**config.mk**
```make
export PLATFORM = sky130hd
export DESIGN_NAME = ogg_page_deframer_top
export DESIGN_NICKNAME = d
export VERILOG_FILES = /design/src/hdl/ogd_pkg.sv /design/src/hdl/ogg_page_deframer_top.sv /design/src/hdl/ogd_inq.sv /design/src/hdl/ogd_engine.sv /design/src/hdl/ogd_outq.sv
export SDC_FILE = /design/constraint.sdc
export NUM_CORES = 2
export LEC_CHECK = 0
export CAP_MARGIN = 10
export CORE_MARGIN = 5
export CORE_UTILIZATION = 47
export DETAILED_ROUTE_END_ITERATION = 7
export DONT_BUFFER_PORTS = 1
export PLACE_DENSITY = 0.71
export SYNTH_ARGS = -nofsm -noshare
export SYNTH_HDL_FRONTEND = slang
export SYNTH_SLANG_ARGS = --single-unit
```
**constraint.sdc**
```tcl
create_clock -name clk -period 16.32 [get_ports clk]
set_input_delay 0.816 -clock clk [delete_from_list [all_inputs] [get_ports clk]]
set_output_delay 0.816 -clock clk [all_outputs]
set_load 0.02 [all_outputs]
```
**src/hdl/ogd_pkg.sv**
```systemverilog
// Shared types, codes and helpers for the Ogg page deframer.
// Used by the top level, ogd_engine, ogd_outq and the bench; depends on nothing.
`timescale 1ns / 1ps
`default_nettype none
package ogd_pkg;

  localparam int unsigned MaxSegments = 255;
  localparam logic [31:0] CrcPoly     = 32'h04c11db7;
  localparam logic [8:0]  FixedLen    = 9'd27;
  localparam logic [8:0]  NoLace      = 9'd256;

  localparam logic [1:0] KIND_BODY = 2'd0;
  localparam logic [1:0] KIND_PAGE = 2'd1;
  localparam logic [1:0] KIND_END  = 2'd2;

  localparam logic [3:0] ST_OK        = 4'd0;
  localparam logic [3:0] ST_CAPTURE   = 4'd1;
  localparam logic [3:0] ST_VERSION   = 4'd2;
  localparam logic [3:0] ST_CRC       = 4'd3;
  localparam logic [3:0] ST_BOS       = 4'd4;
  localparam logic [3:0] ST_SERIAL    = 4'd5;
  localparam logic [3:0] ST_SEQUENCE  = 4'd6;
  localparam logic [3:0] ST_CONTINUE  = 4'd7;
  localparam logic [3:0] ST_GRANULE   = 4'd8;
  localparam logic [3:0] ST_FIRST     = 4'd9;
  localparam logic [3:0] ST_EOS_OPEN  = 4'd10;
  localparam logic [3:0] ST_TRUNCATED = 4'd11;
  localparam logic [3:0] ST_NO_EOS    = 4'd12;
  localparam logic [3:0] ST_CLEAN_END = 4'd13;
  localparam logic [3:0] ST_FAILED    = 4'd14;

  typedef struct packed {
    logic [1:0]  kind;
    logic [7:0]  payload_byte;
    logic        packet_end;
    logic [3:0]  status;
    logic [63:0] granule;
    logic [31:0] serial;
    logic [31:0] sequence_res;
    logic [2:0]  page_flags;
    logic [7:0]  segment_count;
    logic [15:0] body_length;
    logic        last;
  } result_t;

  typedef struct packed {
    logic    push0;
    logic    push1;
    result_t r0;
    result_t r1;
  } push_t;

  function automatic logic [31:0] crc_byte(input logic [31:0] c_in, input logic [7:0] b);
    logic [31:0] c;
    c = c_in ^ {b, 24'h0};
    for (int k = 0; k < 8; k++) begin
      c = c[31] ? ({c[30:0], 1'b0} ^ CrcPoly) : {c[30:0], 1'b0};
    end
    return c;
  endfunction

  function automatic logic [7:0] capture_byte(input logic [1:0] idx);
    logic [7:0] v;
    case (idx)
      2'd0: v = 8'h4f;
      2'd1: v = 8'h67;
      2'd2: v = 8'h67;
      default: v = 8'h53;
    endcase
    return v;
  endfunction

endpackage
`default_nettype wire

```
**src/hdl/ogg_page_deframer_top.sv**
```systemverilog
// Ogg page deframer: the top level that joins input queue, parser and result queue.
// Depends on ogd_pkg, ogd_inq, ogd_engine and ogd_outq.
//
// Usage: feed the Ogg stream one byte per request on the in_ channel; a request
// with in_end_of_input high closes the stream and its byte is ignored.
// Every body byte comes back as a kind 0 result with its packet-end mark, the
// last byte of each page is followed by a kind 1 page verdict, and an end mark
// gives a kind 2 verdict. Header and lacing bytes give no result except the
// byte that completes an empty page or a failed capture.
// An accepted request is registered in the input queue, and its first result in the
// result queue, before that result reaches out_. One byte is taken every cycle while the
// four-entry result queue has room; a byte that closes a page yields two results.
// After reset the block waits for a page header, with no stream open.
// A stalled out_ channel fills the result queue and then the two-entry input
// queue, after which in_stall rises; nothing is lost or reordered.
// After any error data bytes are dropped until reset.
`timescale 1ns / 1ps
`default_nettype none
module ogg_page_deframer_top (
  input  wire logic        clk,
  input  wire logic        rst_n,
  input  wire logic        in_valid,
  output logic             in_stall,
  input  wire logic [7:0]  in_data_byte,
  input  wire logic        in_end_of_input,
  output logic             out_valid,
  input  wire logic        out_stall,
  output logic [1:0]       out_kind,
  output logic [7:0]       out_payload_byte,
  output logic             out_packet_end,
  output logic [3:0]       out_status,
  output logic [63:0]      out_granule,
  output logic [31:0]      out_serial,
  output logic [31:0]      out_sequence_res,
  output logic [2:0]       out_page_flags,
  output logic [7:0]       out_segment_count,
  output logic [15:0]      out_body_length,
  output logic             out_last
);

  logic             item_valid, item_eoi, item_take, room;
  logic [7:0]       item_byte;
  ogd_pkg::push_t   push;
  ogd_pkg::result_t head;

  ogd_inq u_inq (
    .clk, .rst_n, .in_valid, .in_stall, .in_data_byte, .in_end_of_input,
    .item_valid, .item_byte, .item_eoi, .item_take
  );

  ogd_engine u_engine (
    .clk, .rst_n, .item_valid, .item_byte, .item_eoi, .item_take, .room, .push
  );

  ogd_outq u_outq (
    .clk, .rst_n, .push, .room, .out_valid, .out_stall, .head
  );

  assign out_kind          = head.kind;
  assign out_payload_byte  = head.payload_byte;
  assign out_packet_end    = head.packet_end;
  assign out_status        = head.status;
  assign out_granule       = head.granule;
  assign out_serial        = head.serial;
  assign out_sequence_res  = head.sequence_res;
  assign out_page_flags    = head.page_flags;
  assign out_segment_count = head.segment_count;
  assign out_body_length   = head.body_length;
  assign out_last          = head.last;

  a_push_order: assert property (@(posedge clk) disable iff (!rst_n)
    push.push1 |-> push.push0)
    else $error("second result pushed without a first");

  a_body_ok: assert property (@(posedge clk) disable iff (!rst_n)
    (out_valid && out_kind == ogd_pkg::KIND_BODY) |-> (out_status == ogd_pkg::ST_OK))
    else $error("body byte carries a status");

  a_end_last: assert property (@(posedge clk) disable iff (!rst_n)
    (out_valid && out_kind != ogd_pkg::KIND_BODY) |-> out_last)
    else $error("verdict not marked last");

  a_take_room: assert property (@(posedge clk) disable iff (!rst_n)
    (push.push0 || push.push1) |-> $past(room) || item_take)
    else $error("result pushed without queue room");

endmodule
`default_nettype wire

```
**src/hdl/ogd_inq.sv**
```systemverilog
// Input side: two-entry queue that takes stream items off the input channel.
// Depends on nothing; it does not use ogd_pkg.
`timescale 1ns / 1ps
`default_nettype none
module ogd_inq (
  input  wire logic       clk,
  input  wire logic       rst_n,
  input  wire logic       in_valid,
  output logic            in_stall,
  input  wire logic [7:0] in_data_byte,
  input  wire logic       in_end_of_input,
  output logic            item_valid,
  output logic [7:0]      item_byte,
  output logic            item_eoi,
  input  wire logic       item_take
);

  logic [8:0] q_r [2];
  logic       wptr_r, wptr_nxt, rptr_r, rptr_nxt;
  logic [1:0] cnt_r, cnt_nxt;
  logic       push;

  assign in_stall   = (cnt_r == 2'd2);
  assign push       = in_valid && !in_stall;
  assign item_valid = (cnt_r != 2'd0);
  assign item_byte  = q_r[rptr_r][7:0];
  assign item_eoi   = q_r[rptr_r][8];

  always_comb begin
    wptr_nxt = wptr_r ^ push;
    rptr_nxt = rptr_r ^ item_take;
    cnt_nxt  = cnt_r + {1'b0, push} - {1'b0, item_take};
  end

  always_ff @(posedge clk) begin
    if (!rst_n) begin
      wptr_r <= 1'b0;
      rptr_r <= 1'b0;
      cnt_r  <= 2'd0;
    end else begin
      wptr_r <= wptr_nxt;
      rptr_r <= rptr_nxt;
      cnt_r  <= cnt_nxt;
    end
  end

  always_ff @(posedge clk) begin
    if (push) begin
      q_r[wptr_r] <= {in_end_of_input, in_data_byte};
    end
  end

endmodule
`default_nettype wire

```
**src/hdl/ogd_engine.sv**
```systemverilog
// Page parser: header capture, CRC, lacing store, body marks and page verdicts.
// Depends on ogd_pkg; emits up to two results per item to the output queue.
`timescale 1ns / 1ps
`default_nettype none
module ogd_engine (
  input  wire logic       clk,
  input  wire logic       rst_n,
  input  wire logic       item_valid,
  input  wire logic [7:0] item_byte,
  input  wire logic       item_eoi,
  output logic            item_take,
  input  wire logic       room,
  output ogd_pkg::push_t  push
);

  logic [8:0]  hpos_r, hpos_nxt;
  logic [31:0] crc_r, crc_nxt, scrc_r, scrc_nxt;
  logic [2:0]  flags_r, flags_nxt;
  logic [63:0] gran_r, gran_nxt;
  logic [31:0] ser_r, ser_nxt, seq_r, seq_nxt;
  logic [7:0]  segs_r, segs_nxt;
  logic [15:0] left_r, left_nxt, total_r, total_nxt;
  logic [8:0]  lcl_r, lcl_nxt;
  logic [31:0] sserial_r, sserial_nxt, expseq_r, expseq_nxt;
  logic        sopen_r, sopen_nxt, sdone_r, sdone_nxt;
  logic        popen_r, popen_nxt, failed_r, failed_nxt;
  logic [3:0]  early_r, early_nxt;
  logic [7:0]  cursor_r, cursor_nxt, wptr_r, wptr_nxt, lleft_r, lleft_nxt;
  logic        full_r, full_nxt;

  // Only nonzero lacing values are stored; zero values never carry a byte.
  logic [7:0]  lace_mem [ogd_pkg::MaxSegments];
  logic [7:0]  mem_q_r;
  logic        mem_we;

  logic        do_judge, pend, first, ends_open;
  logic [3:0]  st, vst;
  logic [8:0]  off6, off14, off18, off22, idx;
  logic [7:0]  b;
  logic [1:0]  nres;
  logic        body_res;

  assign item_take = item_valid && room;
  assign b         = item_byte;

  always_comb begin
    hpos_nxt = hpos_r;   crc_nxt = crc_r;     scrc_nxt = scrc_r;
    flags_nxt = flags_r; gran_nxt = gran_r;   ser_nxt = ser_r;
    seq_nxt = seq_r;     segs_nxt = segs_r;   left_nxt = left_r;
    total_nxt = total_r; lcl_nxt = lcl_r;     sserial_nxt = sserial_r;
    expseq_nxt = expseq_r; sopen_nxt = sopen_r; sdone_nxt = sdone_r;
    popen_nxt = popen_r; failed_nxt = failed_r; early_nxt = early_r;
    cursor_nxt = cursor_r; wptr_nxt = wptr_r; lleft_nxt = lleft_r;
    full_nxt = full_r;
    mem_we = 1'b0;  do_judge = 1'b0; pend = 1'b0; first = 1'b0;
    st = ogd_pkg::ST_OK; vst = ogd_pkg::ST_OK; nres = 2'd0; body_res = 1'b0;
    off6  = hpos_r - 9'd6;
    off14 = hpos_r - 9'd14;
    off18 = hpos_r - 9'd18;
    off22 = hpos_r - 9'd22;
    idx   = hpos_r - ogd_pkg::FixedLen;
    ends_open = 1'b0;

    if (item_take) begin
      if (item_eoi) begin
        nres = 2'd1;
        if (failed_r) begin
          vst = ogd_pkg::ST_FAILED;
        end else if (hpos_r != 9'd0) begin
          vst = ogd_pkg::ST_TRUNCATED;
          failed_nxt = 1'b1;
        end else if (sopen_r && sdone_r) begin
          vst = ogd_pkg::ST_CLEAN_END;
        end else begin
          vst = ogd_pkg::ST_NO_EOS;
          failed_nxt = 1'b1;
        end
      end else if (!failed_r) begin
        if (hpos_r < ogd_pkg::FixedLen) begin
          if (hpos_r == 9'd0) begin
            crc_nxt = 32'h0; early_nxt = 4'd0; gran_nxt = 64'h0;
            ser_nxt = 32'h0; seq_nxt = 32'h0; scrc_nxt = 32'h0;
            flags_nxt = 3'd0; segs_nxt = 8'd0; left_nxt = 16'd0; total_nxt = 16'd0;
          end
          crc_nxt = ogd_pkg::crc_byte(crc_nxt,
                      (hpos_r >= 9'd22 && hpos_r < 9'd26) ? 8'h00 : b);
          if (hpos_r < 9'd4) begin
            if (b != ogd_pkg::capture_byte(hpos_r[1:0]) && early_nxt == 4'd0)
              early_nxt = ogd_pkg::ST_CAPTURE;
          end else if (hpos_r == 9'd4) begin
            if (b != 8'h00 && early_nxt == 4'd0) early_nxt = ogd_pkg::ST_VERSION;
          end else if (hpos_r == 9'd5) begin
            flags_nxt = b[2:0];
            if (b[7:3] != 5'd0 && early_nxt == 4'd0) early_nxt = ogd_pkg::ST_VERSION;
          end else if (hpos_r < 9'd14) begin
            gran_nxt[{off6[2:0], 3'b000} +: 8] = b;
          end else if (hpos_r < 9'd18) begin
            ser_nxt[{off14[1:0], 3'b000} +: 8] = b;
          end else if (hpos_r < 9'd22) begin
            seq_nxt[{off18[1:0], 3'b000} +: 8] = b;
          end else if (hpos_r < 9'd26) begin
            scrc_nxt[{off22[1:0], 3'b000} +: 8] = b;
          end
          hpos_nxt = hpos_r + 9'd1;
          if (hpos_r == 9'd26) begin
            if (early_nxt == ogd_pkg::ST_CAPTURE) begin
              failed_nxt = 1'b1;
              hpos_nxt = 9'd0;
              nres = 2'd1;
              vst = ogd_pkg::ST_CAPTURE;
            end else begin
              segs_nxt = b;
              lcl_nxt = ogd_pkg::NoLace;
              cursor_nxt = 8'd0; wptr_nxt = 8'd0; lleft_nxt = 8'd0;
              hpos_nxt = ogd_pkg::FixedLen;
              if (b == 8'd0) do_judge = 1'b1;
            end
          end
        end else if (idx < {1'b0, segs_r}) begin
          crc_nxt = ogd_pkg::crc_byte(crc_r, b);
          if (b != 8'd0) begin
            mem_we = 1'b1;
            wptr_nxt = wptr_r + 8'd1;
          end
          left_nxt  = left_r + {8'd0, b};
          total_nxt = total_r + {8'd0, b};
          if (b != 8'hff) lcl_nxt = idx;
          hpos_nxt = hpos_r + 9'd1;
          if (idx + 9'd1 == {1'b0, segs_r} && left_nxt == 16'd0) do_judge = 1'b1;
        end else begin
          crc_nxt = ogd_pkg::crc_byte(crc_r, b);
          body_res = 1'b1;
          nres = 2'd1;
          if (lleft_r == 8'd0 && cursor_r < wptr_r) begin
            lleft_nxt  = mem_q_r;
            full_nxt   = (mem_q_r == 8'hff);
            cursor_nxt = cursor_r + 8'd1;
          end
          if (lleft_nxt != 8'd0) begin
            lleft_nxt = lleft_nxt - 8'd1;
            if (lleft_nxt == 8'd0 && !full_nxt) pend = 1'b1;
          end
          if (left_r != 16'd0) left_nxt = left_r - 16'd1;
          if (left_nxt == 16'd0) do_judge = 1'b1;
        end
      end
    end

    if (do_judge) begin
      nres = body_res ? 2'd2 : 2'd1;
      ends_open = (segs_nxt != 8'd0) && (lcl_nxt != ({1'b0, segs_nxt} - 9'd1));
      if (early_nxt != 4'd0) begin
        st = early_nxt;
      end else if (crc_nxt != scrc_nxt) begin
        st = ogd_pkg::ST_CRC;
      end else begin
        if (!sopen_r || sdone_r) begin
          if (flags_nxt != 3'd2 || seq_nxt != 32'd0 || (sopen_r && ser_nxt == sserial_r)) begin
            st = ogd_pkg::ST_BOS;
          end else begin
            sopen_nxt = 1'b1;
            sdone_nxt = 1'b0;
            sserial_nxt = ser_nxt;
            expseq_nxt = 32'd0;
            first = 1'b1;
          end
        end else if (flags_nxt[1]) begin
          st = ogd_pkg::ST_BOS;
        end else if (ser_nxt != sserial_r) begin
          st = ogd_pkg::ST_SERIAL;
        end
        if (st == ogd_pkg::ST_OK) begin
          if (seq_nxt != expseq_nxt) st = ogd_pkg::ST_SEQUENCE;
          else expseq_nxt = expseq_nxt + 32'd1;
        end
        if (st == ogd_pkg::ST_OK && flags_nxt[0] != popen_r) st = ogd_pkg::ST_CONTINUE;
        if (st == ogd_pkg::ST_OK && first && (segs_nxt == 8'd0 || ends_open))
          st = ogd_pkg::ST_FIRST;
        if (st == ogd_pkg::ST_OK && lcl_nxt == ogd_pkg::NoLace && gran_nxt != '1)
          st = ogd_pkg::ST_GRANULE;
        if (st == ogd_pkg::ST_OK && flags_nxt[2] && ends_open) st = ogd_pkg::ST_EOS_OPEN;
        if (st == ogd_pkg::ST_OK) begin
          if (segs_nxt != 8'd0) popen_nxt = ends_open;
          if (flags_nxt[2]) sdone_nxt = 1'b1;
        end
      end
      if (st != ogd_pkg::ST_OK) failed_nxt = 1'b1;
      hpos_nxt = 9'd0;
      vst = st;
    end
  end

  // Result records: a body byte goes first, a verdict first or second.
  always_comb begin
    result_t_fill : begin
      ogd_pkg::result_t vr, br;
      br = '0;
      br.kind = ogd_pkg::KIND_BODY;
      br.payload_byte = b;
      br.packet_end = pend;
      br.last = (nres == 2'd1);
      vr = '0;
      vr.status = vst;
      vr.last = 1'b1;
      if (item_eoi) begin
        vr.kind = ogd_pkg::KIND_END;
      end else begin
        vr.kind = ogd_pkg::KIND_PAGE;
        vr.granule = gran_nxt;
        vr.serial = ser_nxt;
        vr.sequence_res = seq_nxt;
        vr.page_flags = flags_nxt;
        vr.segment_count = segs_nxt;
        vr.body_length = total_nxt;
      end
      push.push0 = (nres != 2'd0);
      push.push1 = (nres == 2'd2);
      push.r0 = body_res ? br : vr;
      push.r1 = vr;
    end
  end

  always_ff @(posedge clk) begin
    if (mem_we) begin
      lace_mem[wptr_r] <= b;
    end
    if (mem_we && wptr_r == cursor_nxt) begin
      mem_q_r <= b;
    end else begin
      mem_q_r <= lace_mem[cursor_nxt];
    end
  end

  always_ff @(posedge clk) begin
    if (!rst_n) begin
      hpos_r <= 9'd0; crc_r <= 32'd0; scrc_r <= 32'd0; flags_r <= 3'd0;
      gran_r <= 64'd0; ser_r <= 32'd0; seq_r <= 32'd0; segs_r <= 8'd0;
      left_r <= 16'd0; total_r <= 16'd0; lcl_r <= ogd_pkg::NoLace;
      sserial_r <= 32'd0; expseq_r <= 32'd0; sopen_r <= 1'b0; sdone_r <= 1'b0;
      popen_r <= 1'b0; failed_r <= 1'b0; early_r <= 4'd0;
      cursor_r <= 8'd0; wptr_r <= 8'd0; lleft_r <= 8'd0; full_r <= 1'b0;
    end else begin
      hpos_r <= hpos_nxt; crc_r <= crc_nxt; scrc_r <= scrc_nxt; flags_r <= flags_nxt;
      gran_r <= gran_nxt; ser_r <= ser_nxt; seq_r <= seq_nxt; segs_r <= segs_nxt;
      left_r <= left_nxt; total_r <= total_nxt; lcl_r <= lcl_nxt;
      sserial_r <= sserial_nxt; expseq_r <= expseq_nxt; sopen_r <= sopen_nxt;
      sdone_r <= sdone_nxt; popen_r <= popen_nxt; failed_r <= failed_nxt;
      early_r <= early_nxt; cursor_r <= cursor_nxt; wptr_r <= wptr_nxt;
      lleft_r <= lleft_nxt; full_r <= full_nxt;
    end
  end

endmodule
`default_nettype wire

```
**src/hdl/ogd_outq.sv**
```systemverilog
// Output side: four-entry result queue, takes up to two results a cycle.
// Depends on ogd_pkg for the result record.
`timescale 1ns / 1ps
`default_nettype none
module ogd_outq (
  input  wire logic            clk,
  input  wire logic            rst_n,
  input  wire ogd_pkg::push_t  push,
  output logic                 room,
  output logic                 out_valid,
  input  wire logic            out_stall,
  output ogd_pkg::result_t     head
);

  ogd_pkg::result_t q_r [4];
  logic [1:0] wptr_r, wptr_nxt, rptr_r, rptr_nxt;
  logic [2:0] cnt_r, cnt_nxt;
  logic       pop;

  assign out_valid = (cnt_r != 3'd0);
  assign pop       = out_valid && !out_stall;
  assign room      = (cnt_r <= 3'd2);
  assign head      = q_r[rptr_r];

  always_comb begin
    wptr_nxt = wptr_r + {1'b0, push.push0} + {1'b0, push.push1};
    rptr_nxt = rptr_r + {1'b0, pop};
    cnt_nxt  = cnt_r + {2'd0, push.push0} + {2'd0, push.push1} - {2'd0, pop};
  end

  always_ff @(posedge clk) begin
    if (!rst_n) begin
      wptr_r <= 2'd0;
      rptr_r <= 2'd0;
      cnt_r  <= 3'd0;
    end else begin
      wptr_r <= wptr_nxt;
      rptr_r <= rptr_nxt;
      cnt_r  <= cnt_nxt;
    end
  end

  always_ff @(posedge clk) begin
    if (push.push0) begin
      q_r[wptr_r] <= push.r0;
    end
    if (push.push1) begin
      q_r[wptr_r + 2'd1] <= push.r1;
    end
  end

endmodule
`default_nettype wire

```
## Yosys cells after proc, flatten, opt, wreduce, memory -nomap -nowiden

Memory sizes are Yosys's and may differ from the RTL's. A register that Yosys moved wholly into a read port is not among the register bits.
Index checks and enable logic that the tools add are counted.

- $add $sub $neg: 28
- Magnitude comparators: 10
- Equality and inequality tests: 26
- Shifts and indexed selects: 8
- Multiplexer cells: 301
- Bitwise logic cells: 28
- Reductions and logical operators: 67

Operators by type and width:

| operator | count |
|---|---|
| 2-to-1 mux 32 bit | 61 |
| 2-to-1 mux 64 bit | 13 |
| 2-to-1 mux 27 bit | 16 |
| 2-to-1 mux 8 bit | 35 |
| 2-to-1 mux 16 bit | 15 |
| 2-to-1 mux 4 bit | 56 |
| inverter 14 bit | 16 |
| 2-to-1 mux 171 bit | 1 |
| 2-to-1 mux 155 bit | 1 |
| 2-to-1 mux 9 bit | 11 |
| bitwise mux 32 bit | 3 |
| inequality test 32 bit | 3 |
| variable shift 8 x 7 -> 32 bit, first input constant | 3 |
| indexed part select 8 x 7 -> 32 bit | 3 |
| 2-to-1 mux 1 bit | 67 |
| bitwise mux 64 bit | 1 |
| inequality test 64 bit, second input constant | 1 |
| variable shift 8 x 8 -> 64 bit, first input constant | 1 |
| indexed part select 8 x 8 -> 64 bit | 1 |
| bitwise XOR 32 bit | 2 |
| < comparator 9 x 5 -> 1 bit, second input constant | 4 |
| adder 16 x 8 -> 16 bit | 2 |
| adder 32 x 1 -> 32 bit, second input constant | 1 |
| == test 32 bit | 1 |
| other kinds (64) | 150 |

- Register bits after elaboration: 361
- RAM bits: 2742
- Input port bits: 13
- Output and inout port bits: 173
- Logic and storage cells: 499
- Memories: 3

Memories:

| memory | depth | bits a word | read ports | clocked after Yosys merged registers in | wr ports | line | source |
|---|---|---|---|---|---|---|---|
| u_engine.lace_mem | 255 | 8 | 1 | 1 | 1 | ogd_engine.sv:32 | `logic [7:0] lace_mem [ogd_pkg::MaxSegments];` |
| u_outq.q_r | 4 | 171 | 1 | 1 | 2 | ogd_outq.sv:15 | `ogd_pkg::result_t q_r [4];` |
| u_inq.q_r | 2 | 9 | 1 | 1 | 1 | ogd_inq.sv:18 | `logic [8:0] q_r [2];` |

## Depth between registers and ports, before layout

- Word-level depth: 70
- Mapped depth: 26

## Modules after synthesis

A second synthesis with hierarchy kept.

- Cell total of the unflattened synthesis: 8559
- Area, all modules: 138574.2 um^2

By module, submodules not included:

| module | instances | cells an instance | area each (um^2) | sequential area each (um^2) |
|---|---|---|---|---|
| ogd_engine | 1 | 6812 | 104432.7 | 68425.6 |
| ogd_outq | 1 | 1697 | 33251.9 | 20679.8 |
| ogd_inq | 1 | 50 | 889.6 | 640.6 |

## Worst setup path after synthesis

Ideal clock, no wire load.

- Kind: register to register
- Start point: reg (tool-made name)
- End point: mem u_outq.q_r[0][100] in the netlist's numbering, enable pin
- Library setup time: 0.514 ns
- Data arrival time: 12.147 ns
- Required time: 15.806 ns
- Setup slack: 3.658 ns
- Stages on the path, launching flop included: 19
- Period minus slack after synthesis: 12.662 ns
- Path through: dfxtp_1 -> buf_4 -> buf_2 -> mux2i_1 -> inv_1 -> clkbuf_1 -> fa_1 -> or4_1 -> nor3_1 -> nand4_1 -> a2111oi_0 -> nand4_1 -> nand3_1 -> nand3_1 -> o21ai_0 -> inv_1 -> nor3_1 -> nor2_1 -> inv_1

RTL lines:

| item | line |
|---|---|
| to (decl) | ogd_outq.sv:15 |

==> impl_metrics.ini <==
[run_status]
outcome = finished with violations
violations = design-rule violations

[worst_setup_path]
crit_path_cell_trace = inv_1 > ha_1 > a21oi_1 > nor2_1 > buf_4 > or3_1 > xor2_1 > inv_1 > ha_1 > a21oi_1 > nand3b_1 > nor4_1 > nand4_1 > a2111oi_0 > nand4_1 > nand3_1 > nand3_1 > o21ai_0 > inv_1 > nor3_1 > nor2_1 > inv_6 > buf_4 > buf_4
worstPathMaxFanout = 64
reg2reg_depth = 24
required_ps = 16780
slowest_delay_ps = 890
arrival_ps = 10240
slowest_stage = nor3_1
r2r_slack_ps = 6540
timing.rr.start = u_engine.hpos_r[2]
crit_path_end_kind = register
crit_type = register to register
startpoint_type = register
worstReg2RegEnd = u_outq.q_r[0][126]

[finish]
drive_gt1_share_pct = 17.93
area_growth_pct = 10.59
fin_nets = 8231
final_common_cell = edfxtp_1
final_util_pct = 52.15
fillers = 22030
fin_cells = 12130
fin_area_um2 = 145600
final_cell_mix = edfxtp_1 (2,702), nor2_1 (1,392), mux4_2 (827)

[timing]
rsz0062_at_grt = false
setup_violations = 0
fmax_mhz = 102.2
finalMaxSlewViolations = 0
final-hold-violation-count = 0
finalClockSkew_ps = 68.59
period_needed_ps = 9783
setup_tns_ps = 0
worstMarginPinSlew_ps = 1327
fin_hold_ws_ps = 50.80
fin_crit_sh_pct = 59.94
relSlewSlack_pct = 10.86

[global_route]
grt_start_max_net_pins = 191
met3_usage_pct = 4.174
grt_pass1_wl_um = 517600
grt_use_met1_pct = 33.18
track_usage_pct = 23.68
antenna_found_initial = 15
grt-ovfl-total = 0
grt_pass1_vias = 75320
grt_busiest_layer = met2
use_met2_pct = 37.32

[synthesis]
synth_cell_types = 107
synth_top_family_by_area = multiplexers
yosys-top-cells-area = edfxtp_1 (62%), mux4_2 (14%), dfxtp_1 (6.2%), nor2_1 (4.0%), xnor2_1 (1.1%)
synth_nets = 8266
synth_cells = 8187
synth_compound_area_share_pct = 5.236
synth.largest_area_cell = edfxtp_1
ys_seq_area_share_pct = 67.88
synth-warning-count = 0
synth_top_area_share_pct = 61.64
synth_xor_area_share_pct = 2.048
synth_edf_count = 2702
synthArstFlopShare_pct = 0
ys_ff_latch = 3112
synthMuxAreaShare_pct = 14.72
syn_area_per_cell_um2 = 16.08
synth-simple-area-share_pct = 7.654
syn-cell-area_um2 = 131600
synth_flop_cell = edfxtp_1
synth-adder-area-share_pct = 0.6502

[clock_tree]
cts_resized = 0
numClockSinks = 3112
cts-htree-levels = 5
clkTransAtPathRegs_ps = 70
numCtsBuffers = 310
cts_max_path_buffers = 4
insertion_delay_ps = 900
cts_tree = built
cts_setup_buffers = 0
hold_buffers = 2
cts-root-buf = clkbuf_16

[worst_hold_path]
min_to = u_engine.lcl_r[8]
hold_path_depth = 1
hold_path_class = primary input to register
worstHoldStart = rst_n

[route]
drt-initial-drc-count = 9749
first_pass_iters = 8
vias = 77110
wl_per_cell_um = 29.14
drt-vias-per-instance = 6.359
antenna_left = 0
wirelength_um = 353400
post-route-drc-count = 6

[floorplanning]
ios = 186
die_w_um = 539.2
die_h_um = 539.2
coreArea_um2 = 279100
core.rowCount = 194
dieArea_um2 = 290700
initial_core_util_pct = 47.15

[placed_design]
globalplace.congestion = 0.9196
port_buffers = 0
dp.cells = 11560
dp_hpwl_um = 223700
placed_area_um2 = 135900

[pwr]
vdd_ir_drop_max_mv = 0.1290
power_density_nw_per_um2 = 138.1
p_leak_nw = 43.89

[run]
cap_violations = 0
==> layer usage <==
metal	part of all wire, %	vias up	wire length [µm]
li1	-	32180	-
met1	39	39800	137800
met2	47	4317	166700
met3	9.2	809	32640
met4	4.6	0	16280
met5	0	-	0
==> worst max-delay path by stage <==
stage | start | depth (start not counted) | to
6_report | u_engine.hpos_r[2] | 24 | u_outq.q_r[0][126]
5_1_grt | u_engine.hpos_r[2] | 24 | u_outq.q_r[0][126]
4_1_cts | u_engine.hpos_r[2] | 24 | u_outq.q_r[0][126]
3_5_place_dp | u_engine.hpos_r[2] | 24 | u_outq.q_r[0][97]
3_3_place_gp | u_engine.hpos_r[2] | 24 | u_outq.q_r[0][99]
2_1_floorplan | register | 18 | u_outq.q_r[0][100]
==> power by group <==
| part | total (W) | internal (W) | switching [W] |
|---|---|---|---|
| logic | 0.00380 | 0.00116 | 0.00263 |
| clock network | 0.00690 | 0.00392 | 0.00298 |
| registers | 0.00941 | 0.00924 | 0.000161 |
==> registers in the layout (all words and copies together), names as in the netlist, 3 cells and up, named ones only <==
| name | count |
|---|---|
| u_engine.scrc_r | 32 |
| u_engine.hpos_r | 9 |
| u_engine.seq_r | 32 |
| u_inq.q_r | 18 |
| u_engine.lleft_r | 8 |
| u_engine.sserial_r | 32 |
| u_engine.ser_r | 32 |
| u_engine.flags_r | 3 |
| u_engine.total_r | 16 |
| u_engine.lcl_r | 9 |
| u_engine.expseq_r | 32 |
| u_engine.early_r | 4 |
| u_engine.segs_r | 8 |
| u_outq.q_r | 684 |
| u_engine.crc_r | 32 |
| u_outq.cnt_r | 3 |
| u_engine.lace_mem | 2040 |
| u_engine.left_r | 16 |
| u_engine.wptr_r | 8 |
| u_engine.gran_r | 64 |
| u_engine.cursor_r | 8 |
==> worst max-delay path, delay by kind of cell (launching register included) <==
| family | cells | cell delay, ps |
|---|---|---|
| AO/OA/AOI/OAI | 4 | 1470 |
| XOR/XNOR | 1 | 240 |
| adder cells (fa/ha/maj) | 2 | 630 |
| buffers and inverters | 7 | 2980 |
| flip-flops | 1 | 810 |
| AND/OR/NAND/NOR | 10 | 3080 |
==> logic make-up (layout without fill, tap and decap cells) <==
family / count (synthesis) / after routing
mux: 900 / 900
other cells: 0 / 13
xor+xnor: 255 / 255
fa+ha+maj: 66 / 66
simple gates: 2264 / 2264
flops: 3112 / 3112
buf+inv: 618 / 820
compound gates: 972 / 972
==> final cells by class <==
class | count | area [µm²] | share of cell area (%)
Sequential cell | 3112 | 89370 | 61.39
Multi-Input combinational cell | 4457 | 40070 | 27.53
Clock buffer | 399 | 8310 | 5.709
Tap cell | 3724 | 4659 | 3.201
Clock inverter | 150 | 1334 | 0.9162
Timing Repair Buffer | 165 | 1310 | 0.8999
Inverter | 106 | 480.5 | 0.3301
Antenna cell | 13 | 32.53 | 0.02235
==> cell usage after synthesis, types with 67 or more instances <==
| cell type | n |
|---|---|
| a21oi_1 | 155 |
| dfxtp_1 | 410 |
| nand3_1 | 101 |
| nor3_1 | 102 |
| clkbuf_1 | 361 |
| edfxtp_1 | 2702 |
| o21ai_0 | 147 |
| buf_1 | 113 |
| inv_1 | 103 |
| a22oi_1 | 153 |
| nor2_1 | 1395 |
| xnor2_1 | 158 |
| nand2_1 | 257 |
| and2_1 | 67 |
| mux4_2 | 827 |
==> stage by stage <==
stage          total power (W)  setup WS (ps)
6_report               0.02010           6537
5_1_grt                0.02071           5714
4_1_cts                0.02015           6780
3_5_place_dp           0.01332           6792
3_3_place_gp           0.01324           7061
2_1_floorplan          0.01216           3658
(Power assumes the default switching activity.)
